File: config.mk
export PLATFORM = sky130hd
export DESIGN_NAME = windowed_average_threshold_pwm_flat
export DESIGN_NICKNAME = d
export VERILOG_FILES = /design/src/hdl/wat_pkg.sv /design/src/hdl/wat_sample_if.sv /design/src/hdl/wat_result_if.sv /design/src/hdl/wat_cfg_if.sv /design/src/hdl/windowed_average_threshold_pwm.sv /design/src/flat_wrapper.sv
export SDC_FILE = /design/constraint.sdc
export NUM_CORES = 1
export LEC_CHECK = 0
export ABC_AREA = 1
export BUFFER_PORTS_ARGS = -buffer_cell sky130_fd_sc_hd__buf_2
export CORE_MARGIN = 1
export CORE_UTILIZATION = 60
export DETAILED_ROUTE_END_ITERATION = 6
export HOLD_SLACK_MARGIN = 0.03
export PLACE_DENSITY = 0.77
export SKIP_CTS_REPAIR_TIMING = 1
export SYNTH_ARGS = -nofsm -noshare
export SYNTH_HDL_FRONTEND = slang
export SYNTH_SLANG_ARGS = --single-unit
export TNS_END_PERCENT = 10
File: constraint.sdc
create_clock -name clk -period 8.7 [get_ports clk]
set_clock_uncertainty 0.05 [all_clocks]
set_input_delay 0.435 -clock clk [delete_from_list [all_inputs] [get_ports clk]]
set_output_delay 0.435 -clock clk [all_outputs]
set_load 0.01 [all_outputs]
File: src/hdl/wat_pkg.sv
// ----------------------------------------------------------------------------
// wat_pkg
// Shared types, widths and constants of the windowed average threshold PWM.
// ----------------------------------------------------------------------------
package wat_pkg;

	localparam int SAMPLE_W   = 12;
	localparam int REG16_W    = 16;
	localparam int SLOPE_W    = 12;
	localparam int MATCH_W    = 16;
	localparam int MUL_W      = 16;
	localparam int PROD_W     = 2 * MUL_W;
	localparam int CFG_IDX_W  = 2;
	localparam int CFG_DATA_W = 16;

	localparam int WINDOW_DEF = 4;

	// Q16 off-fraction at the low end of the ramp (0.9 of full scale)
	localparam logic [MUL_W-1:0] OFF_FULL_Q16 = 16'd58982;

	localparam logic [REG16_W-1:0] PERIOD_RST = 16'd5000;
	localparam logic [REG16_W-1:0] LOW_RST    = 16'd4964;
	localparam logic [REG16_W-1:0] HIGH_RST   = 16'd9927;
	localparam logic [SLOPE_W-1:0] SLOPE_RST  = 12'd1352;

	typedef logic [CFG_IDX_W-1:0] cfg_index_t;

	localparam cfg_index_t REG_PERIOD = 2'd0;
	localparam cfg_index_t REG_LOW    = 2'd1;
	localparam cfg_index_t REG_HIGH   = 2'd2;
	localparam cfg_index_t REG_SLOPE  = 2'd3;

	typedef enum logic [2:0] {
		ST_IDLE,
		ST_SUM,
		ST_CMP,
		ST_MUL1,
		ST_OFF,
		ST_MUL2,
		ST_MATCH,
		ST_OUT
	} wat_state_t;

endpackage

File: src/hdl/wat_sample_if.sv
// ----------------------------------------------------------------------------
// wat_sample_if
// Input channel: one converter sample per transfer.
// ----------------------------------------------------------------------------
interface wat_sample_if
	import wat_pkg::*;
();
	logic                valid;
	logic                ready;
	logic [SAMPLE_W-1:0] sample_value;

	modport source (output valid, output sample_value, input ready);
	modport sink   (input valid, input sample_value, output ready);
endinterface

File: src/hdl/wat_result_if.sv
// ----------------------------------------------------------------------------
// wat_result_if
// Output channel: update flag, alarm level and PWM match count.
// ----------------------------------------------------------------------------
interface wat_result_if
	import wat_pkg::*;
();
	logic               valid;
	logic               ready;
	logic               updated;
	logic               alarm_level;
	logic [MATCH_W-1:0] match_value;

	modport source (output valid, output updated, output alarm_level, output match_value,
		input ready);
	modport sink   (input valid, input updated, input alarm_level, input match_value,
		output ready);
endinterface

File: src/hdl/wat_cfg_if.sv
// ----------------------------------------------------------------------------
// wat_cfg_if
// Register write channel: register index and write data.
// ----------------------------------------------------------------------------
interface wat_cfg_if
	import wat_pkg::*;
();
	logic                  valid;
	logic                  ready;
	cfg_index_t            index;
	logic [CFG_DATA_W-1:0] data;

	modport source (output valid, output index, output data, input ready);
	modport sink   (input valid, input index, input data, output ready);
endinterface

File: src/hdl/windowed_average_threshold_pwm.sv
// ----------------------------------------------------------------------------
// windowed_average_threshold_pwm
// Sums a ring of the last WINDOW samples and maps the sum to an alarm level
// and a PWM match count through one shared 16x16 multiplier.
//
// Usage:
//   sample : one 12-bit converter result per transfer
//   result : exactly one result per sample (updated, alarm_level, match_value)
//   cfg    : register writes (0 period, 1 low threshold, 2 high threshold, 3 slope),
//            always ready; user must write only with no sample in flight (unenforced)
// Each sample is written into the ring at once. A result from a partial
// window is all zero and goes through ST_OUT into the output register. With a
// full window the sequencer adds one ring entry per cycle, compares, then runs two
// products through the single multiplier; in the low or high region it goes from
// the compare straight to ST_OUT. One sample is in work at a time.
// The result sits in an output register: while the receiver stalls the next
// sample is still taken and worked on; the sequencer then waits to hand its
// result over until the output register is free.
// Reset clears the ring, write position, fill count and registers to their
// reset values; no result is pending after reset.
// ----------------------------------------------------------------------------
module windowed_average_threshold_pwm
	import wat_pkg::*;
#(
	parameter int WINDOW = WINDOW_DEF
) (
	input  logic          clk,
	input  logic          arst_n,
	wat_sample_if.sink    sample,
	wat_result_if.source  result,
	wat_cfg_if.sink       cfg
);

	localparam int IDX_W  = $clog2(WINDOW);
	localparam int FILL_W = $clog2(WINDOW + 1);
	localparam int SUM_W  = SAMPLE_W + $clog2(WINDOW);

	// configuration registers
	logic [REG16_W-1:0] period_q;
	logic [REG16_W-1:0] low_q;
	logic [REG16_W-1:0] high_q;
	logic [SLOPE_W-1:0] slope_q;

	// ring and bookkeeping
	logic [SAMPLE_W-1:0] store_q [WINDOW];
	logic [IDX_W-1:0]    wpos_q;
	logic [FILL_W-1:0]   fill_q;
	logic [FILL_W-1:0]   fill_next;
	logic                window_full;

	// datapath
	wat_state_t          state_q, state_next;
	logic [IDX_W-1:0]    idx_q;
	logic [SUM_W-1:0]    acc_q;
	logic [PROD_W-1:0]   prod_q;
	logic [MUL_W-1:0]    off_q;
	logic [MUL_W-1:0]    mul_a, mul_b;
	logic [PROD_W-1:0]   mul_p;
	logic [PROD_W-8-1:0] drop;
	logic [MUL_W-1:0]    sum_ext;
	logic                res_upd_q, res_alarm_q;
	logic [MATCH_W-1:0]  res_match_q;

	// output register
	logic               out_valid_q;
	logic               out_upd_q, out_alarm_q;
	logic [MATCH_W-1:0] out_match_q;

	// control strobes
	logic in_take, sum_last, is_low, is_high, out_free, load_out;

	assign cfg.ready = 1'b1;

	assign fill_next   = (fill_q == FILL_W'(WINDOW)) ? fill_q : fill_q + FILL_W'(1);
	assign window_full = (fill_next == FILL_W'(WINDOW));
	assign sum_ext     = MUL_W'(acc_q);
	assign is_low      = (sum_ext < low_q);
	assign is_high     = (sum_ext > high_q);
	assign sum_last    = (idx_q == IDX_W'(WINDOW - 1));
	assign out_free    = !out_valid_q || result.ready;
	assign drop        = prod_q[PROD_W-1:8];

	// shared multiplier operands
	assign mul_a = (state_q == ST_MUL2) ? period_q : sum_ext;
	assign mul_b = (state_q == ST_MUL2) ? off_q    : MUL_W'(slope_q);
	assign mul_p = PROD_W'(mul_a) * PROD_W'(mul_b);

	// next state
	always_comb begin
		state_next = state_q;
		case (state_q)
			ST_IDLE: begin
				if (sample.valid) begin
					state_next = window_full ? ST_SUM : ST_OUT;
				end
			end
			ST_SUM: begin
				if (sum_last) begin
					state_next = ST_CMP;
				end
			end
			ST_CMP: begin
				state_next = (is_low || is_high) ? ST_OUT : ST_MUL1;
			end
			ST_MUL1:  state_next = ST_OFF;
			ST_OFF:   state_next = ST_MUL2;
			ST_MUL2:  state_next = ST_MATCH;
			ST_MATCH: state_next = ST_OUT;
			ST_OUT: begin
				if (out_free) begin
					state_next = ST_IDLE;
				end
			end
			default:  state_next = ST_IDLE;
		endcase
	end

	// control outputs
	always_comb begin
		sample.ready = 1'b0;
		load_out     = 1'b0;
		case (state_q)
			ST_IDLE: sample.ready = 1'b1;
			ST_OUT:  load_out     = out_free;
			default: begin
				sample.ready = 1'b0;
				load_out     = 1'b0;
			end
		endcase
	end

	assign in_take = sample.valid && sample.ready;

	always_ff @(posedge clk or negedge arst_n) begin
		if (!arst_n) begin
			state_q <= ST_IDLE;
		end else begin
			state_q <= state_next;
		end
	end

	// register writes
	always_ff @(posedge clk or negedge arst_n) begin
		if (!arst_n) begin
			period_q <= PERIOD_RST;
			low_q    <= LOW_RST;
			high_q   <= HIGH_RST;
			slope_q  <= SLOPE_RST;
		end else if (cfg.valid && cfg.ready) begin
			case (cfg.index)
				REG_PERIOD: period_q <= cfg.data[REG16_W-1:0];
				REG_LOW:    low_q    <= cfg.data[REG16_W-1:0];
				REG_HIGH:   high_q   <= cfg.data[REG16_W-1:0];
				REG_SLOPE:  slope_q  <= cfg.data[SLOPE_W-1:0];
				default:    ;
			endcase
		end
	end

	// ring write on each sample transfer
	always_ff @(posedge clk or negedge arst_n) begin
		if (!arst_n) begin
			wpos_q <= '0;
			fill_q <= '0;
			for (int k = 0; k < WINDOW; k++) begin
				store_q[k] <= '0;
			end
		end else if (in_take) begin
			store_q[wpos_q] <= sample.sample_value;
			wpos_q <= (wpos_q == IDX_W'(WINDOW - 1)) ? '0 : wpos_q + IDX_W'(1);
			fill_q <= fill_next;
		end
	end

	// sequenced datapath
	always_ff @(posedge clk) begin
		case (state_q)
			ST_IDLE: begin
				if (in_take) begin
					idx_q       <= '0;
					acc_q       <= '0;
					res_upd_q   <= window_full;
					res_alarm_q <= 1'b0;
					res_match_q <= '0;
				end
			end
			ST_SUM: begin
				acc_q <= acc_q + SUM_W'(store_q[idx_q]);
				idx_q <= idx_q + IDX_W'(1);
			end
			ST_CMP: begin
				// low region is tested first
				res_alarm_q <= !is_low && is_high;
			end
			ST_MUL1: prod_q <= mul_p;
			ST_OFF: begin
				// off-fraction saturates at zero
				off_q <= (drop > (PROD_W-8)'(OFF_FULL_Q16)) ? '0 : OFF_FULL_Q16 - drop[MUL_W-1:0];
			end
			ST_MUL2:  prod_q <= mul_p;
			ST_MATCH: res_match_q <= prod_q[PROD_W-1:PROD_W-MATCH_W];
			default:  ;
		endcase
	end

	// output register
	always_ff @(posedge clk or negedge arst_n) begin
		if (!arst_n) begin
			out_valid_q <= 1'b0;
		end else if (load_out) begin
			out_valid_q <= 1'b1;
		end else if (result.ready) begin
			out_valid_q <= 1'b0;
		end
	end

	always_ff @(posedge clk) begin
		if (load_out) begin
			out_upd_q   <= res_upd_q;
			out_alarm_q <= res_alarm_q;
			out_match_q <= res_match_q;
		end
	end

	assign result.valid       = out_valid_q;
	assign result.updated     = out_upd_q;
	assign result.alarm_level = out_alarm_q;
	assign result.match_value = out_match_q;

endmodule

File: src/flat_wrapper.sv
// flat-port wrapper written by rule: the top's interface ports become plain ports
module windowed_average_threshold_pwm_flat import wat_pkg::*;
#(
	parameter int WINDOW = WINDOW_DEF
)
  (clk, arst_n, sample_valid, sample_sample_value, sample_ready, result_valid, result_updated, result_alarm_level, result_match_value, result_ready, cfg_valid, cfg_index, cfg_data, cfg_ready);
  wat_sample_if sample_i ();
  wat_result_if result_i ();
  wat_cfg_if cfg_i ();
  input  logic clk;
  input  logic arst_n;
  input wire logic [$bits(sample_i.valid)-1:0] sample_valid;
  input wire logic [$bits(sample_i.sample_value)-1:0] sample_sample_value;
  output wire logic [$bits(sample_i.ready)-1:0] sample_ready;
  output wire logic [$bits(result_i.valid)-1:0] result_valid;
  output wire logic [$bits(result_i.updated)-1:0] result_updated;
  output wire logic [$bits(result_i.alarm_level)-1:0] result_alarm_level;
  output wire logic [$bits(result_i.match_value)-1:0] result_match_value;
  input wire logic [$bits(result_i.ready)-1:0] result_ready;
  input wire logic [$bits(cfg_i.valid)-1:0] cfg_valid;
  input wire logic [$bits(cfg_i.index)-1:0] cfg_index;
  input wire logic [$bits(cfg_i.data)-1:0] cfg_data;
  output wire logic [$bits(cfg_i.ready)-1:0] cfg_ready;
  assign sample_i.valid = sample_valid;
  assign sample_i.sample_value = sample_sample_value;
  assign sample_ready = sample_i.ready;
  assign result_valid = result_i.valid;
  assign result_updated = result_i.updated;
  assign result_alarm_level = result_i.alarm_level;
  assign result_match_value = result_i.match_value;
  assign result_i.ready = result_ready;
  assign cfg_i.valid = cfg_valid;
  assign cfg_i.index = cfg_index;
  assign cfg_i.data = cfg_data;
  assign cfg_ready = cfg_i.ready;
  windowed_average_threshold_pwm #(.WINDOW(WINDOW)) u_core (.clk(clk), .arst_n(arst_n), .sample(sample_i), .result(result_i), .cfg(cfg_i));
endmodule
==> results summary <==
The run finished with clean final reports. After synthesis, the most frequently instantiated cells are sky130_fd_sc_hd__inv_1, sky130_fd_sc_hd__nand2_1, sky130_fd_sc_hd__nor2_1, sky130_fd_sc_hd__fa_1, sky130_fd_sc_hd__o21ai_0. The number of antenna diodes in the final layout is 0. CTS placed an instance of sky130_fd_sc_hd__clkbuf_16 at the clock tree root. The non-filler instance count after layout came out at 2653. The number of nets handed over by synthesis was 2588. The final cycle utilization of the critical path is 89.6%. By startpoint and endpoint, the worst setup path is classified as reg2reg. In the routed layout, each cell is associated on average with a via count of 5.46.

The required time of the critical path is 8930 ps. Yosys mapped a number of flops with a built-in enable equal to 92. The all-layer global routing usage is 31.8%. The slowest library cell on the worst path is sky130_fd_sc_hd__o21ai_1.

The most instantiated flip-flop cell in the synthesis netlist is sky130_fd_sc_hd__dfrtp_1. The synthesis-to-finish area growth is 7.68%. The initial antenna violation count was 0. The detailed router used layers up to and including met4. The startpoint of the worst-slack reg-to-reg timing path is u_core.state_q[1].

The netlist area before placement is 18500 um2. The fill cell total of the finished layout is 2417. The final number of hold-violating endpoints came out at 0.

The sum of negative setup slack is 0 ps. The first detailed-routing pass took 6 iterations. The count of antenna-violating nets left after detailed routing came out at 0.

The overall routed net length is 46800 um. The clock insertion delay at the later pin of the skew report is 540 ps. Clock tree synthesis inserted a total of 23 buffers. The number of buffer and inverter instances along the worst setup path came out at 6.

The worst setup path is captured at a flop. In the post-synthesis netlist, the biggest area contributors are sky130_fd_sc_hd__fa_1, sky130_fd_sc_hd__edfxtp_1, sky130_fd_sc_hd__dfrtp_1. The capture point of the worst reg-to-reg path is u_core.prod_q[27]. Of the total synthesized cell area, the portion taken by full adders, half adders and majority gates is 31.3%. The die span in x came out at 178 um. The max-capacitance violation count is 0. The number of cell instances on the worst register-to-register path is 25. The clock sink count is 209. Summing the areas of all compound-gate instances in the mapped netlist gives 9.42% of the synthesized area.

The worst setup path is launched from a flop. The DRC violation total after the first TritonRoute iteration is 1289. The transition time of the tightest slew-check pin came out at 1160 ps. In this run the most critical hold path is launched from cfg_data[12].

The cell family with the largest share of critical-path delay is adder cells. The count of input and output buffers is 54. The number of DRC violations after detailed routing is 0. Yosys instantiated no cell more often than sky130_fd_sc_hd__inv_1. The congestion estimate from routability-driven global placement came to 0.976.

The number of global-route vias before repair came out at 14653. The routed via count is 14498. The total number of H-tree levels came out at 1. TritonCTS built the clock tree. The final number of max-transition violations came out at 0. The routed design uses 4540 um of met3 wire. The pin count of the biggest net entering global routing came out at 82. The post-synthesis average cell area is 8.40 um2. The total congestion overflow after global routing came out at 0. The first global-routing pass estimated 76700 um of wire.

The maximum buffer depth of the clock tree is 3. The placed cell count is 2610. The synthesized design spends more area on one cell type than any other, namely sky130_fd_sc_hd__fa_1.

After synthesis, the largest family of logic cells by area is adder cells. The number of cells on the worst hold path came out at 3. The maximum clock frequency is 0.128 GHz.

The top-level I/O count is 56. The relative max-transition margin came out at 22.6%. After synthesis the netlist holds a flip-flop and latch count of 209.

The register-to-register setup slack came out at 910 ps. The die is 178 um tall. The sequential share of the synthesized area came out at 30.9%. Of the post-synthesis cell area, the part taken by muxes is 0%. After detailed routing, the average wire length per cell comes to 17.6 um. The wire length on met2 came out at 20800 um.

The critical-path maximum fanout is 46. The number of instances in the synthesized netlist came out at 2206. The largest stage delay on the critical path is 940 ps. The number of library cell types mapped by synthesis came out at 45.

The final count of negative-setup-slack endpoints is 0. After layout, the minimum clock period comes to 7790 ps. The standard cell core area came out at 30000 um2. For hold timing, the worst endpoint is u_core.low_q[12]. The top cell type's share of synthesized area is 21.0%. After Yosys synthesis, XOR and XNOR cells account for 1.23% of the synthesized area.

Of the total synthesized cell area, the portion taken by AND, OR, NAND and NOR gates is 16.5%. The wire length on met1 came out at 20000 um. The class of the most critical hold timing path is in2reg.

The initial standard-cell utilization of the core came out at 61.7%. Setup repair after global routing left no endpoint under its margin. The post-detailed-placement half-perimeter wirelength came out at 37300 um.

The arrival time of the worst setup path came out at 8020 ps. In the final design database the tool counted 2628 nets. The number of synthesis warnings came out at 0.

The share of final-layout standard cells stronger than drive strength 1 is 6.01%. The area of the die came out at 31600 um2. The fraction of synthesis flops using an asynchronous set or reset pin came out at 56.0%. The clock slew at the register clock pins of the worst setup and hold paths came out at 60 ps. The floorplan has 63 rows.
[tightest hold or removal path: stages]
cell                      delay, ps
sky130_fd_sc_hd__buf_2           90
sky130_fd_sc_hd__inv_1           80
sky130_fd_sc_hd__o21ai_0        100
[routing by layer]
metal	global-route usage [%]	vias up
met5	0	-
met4	9.69	0
met3	7.71	99
met2	49.2	620
met1	44.4	6888
li1	-	6891
[sequential cells by signal, indices dropped and copies added (netlist names)]
| register | flops |
|---|---|
| u_core.idx_q | 2 |
| u_core.off_q | 16 |
| u_core.high_q | 16 |
| u_core.store_q | 48 |
| u_core.low_q | 16 |
| u_core.res_match_q | 16 |
| u_core.fill_q | 3 |
| u_core.result.match_value | 16 |
| u_core.acc_q | 14 |
| u_core.slope_q | 12 |
| u_core.result.valid | 1 |
| u_core.res_alarm_q | 1 |
| u_core.wpos_q | 2 |
| u_core.period_q | 16 |
| u_core.result.updated | 1 |
| u_core.result.alarm_level | 1 |
| u_core.res_upd_q | 1 |
| u_core.state_q | 3 |
| u_core.prod_q | 24 |
[layout by cell type (no fill, tap or decap), types with 9 or more instances in the layout]
| master | instances |
|---|---|
| sky130_fd_sc_hd__o21a_1 | 13 |
| sky130_fd_sc_hd__nand3_1 | 36 |
| sky130_fd_sc_hd__nor2_1 | 256 |
| sky130_fd_sc_hd__dfstp_2 | 23 |
| sky130_fd_sc_hd__clkbuf_16 | 23 |
| sky130_fd_sc_hd__o22ai_1 | 12 |
| sky130_fd_sc_hd__edfxtp_1 | 92 |
| sky130_fd_sc_hd__nand4_1 | 9 |
| sky130_fd_sc_hd__inv_1 | 465 |
| sky130_fd_sc_hd__buf_2 | 53 |
| sky130_fd_sc_hd__ha_1 | 153 |
| sky130_fd_sc_hd__nand2_1 | 452 |
| sky130_fd_sc_hd__a21oi_1 | 85 |
| sky130_fd_sc_hd__o21ai_0 | 175 |
| sky130_fd_sc_hd__dfrtp_1 | 94 |
| sky130_fd_sc_hd__buf_4 | 13 |
| sky130_fd_sc_hd__xor2_1 | 23 |
| sky130_fd_sc_hd__fa_1 | 194 |
[final cells by class]
type	count	area (um2)	area share (%)
clock buffers	34	647	3.24
clock inverters	8	131	0.658
inverters	470	1760	8.84
multi-input cells	1475	10800	54.3
flip-flops and latches	209	5720	28.7
well taps	390	488	2.45
repair buffers	67	373	1.87
[worst max path at each step]
stage	startpoint	to	slack (ps)	cells after the start
global placement	u_core.state_q[1]	u_core.prod_q[27]	1230	25
CTS	u_core.state_q[1]	u_core.prod_q[27]	990	25
floorplan	u_core.state_q[1]	u_core.prod_q[27]	2240	27
finish	u_core.state_q[1]	u_core.prod_q[27]	910	25
global route	u_core.state_q[1]	u_core.prod_q[27]	460	25
detailed placement	u_core.state_q[1]	u_core.prod_q[27]	1030	25
[cells by family after synthesis]
family,after synthesis
buffers and inverters,522
xor gates and xnor gates,26
AOI/OAI and AO/OA,322
other,1
DFF,209
adders and majority gates,347
and+or+nand+nor,779
[metrics by stage]
stage	util [%]	cell area (um2)	hold slack (ps)	setup slack [ps]
after floorplan	-	18500	89.4	2240
after global placement	63.8	19200	352	1230
after detailed placement	63.8	19200	356	1030
after CTS	66.4	19900	-193	990
after global routing	66.4	20000	162	457
final	66.4	20000	140	909
Power is not shown: default switching activity piles up to over one toggle a cycle in this logic, so the estimate is an artifact.
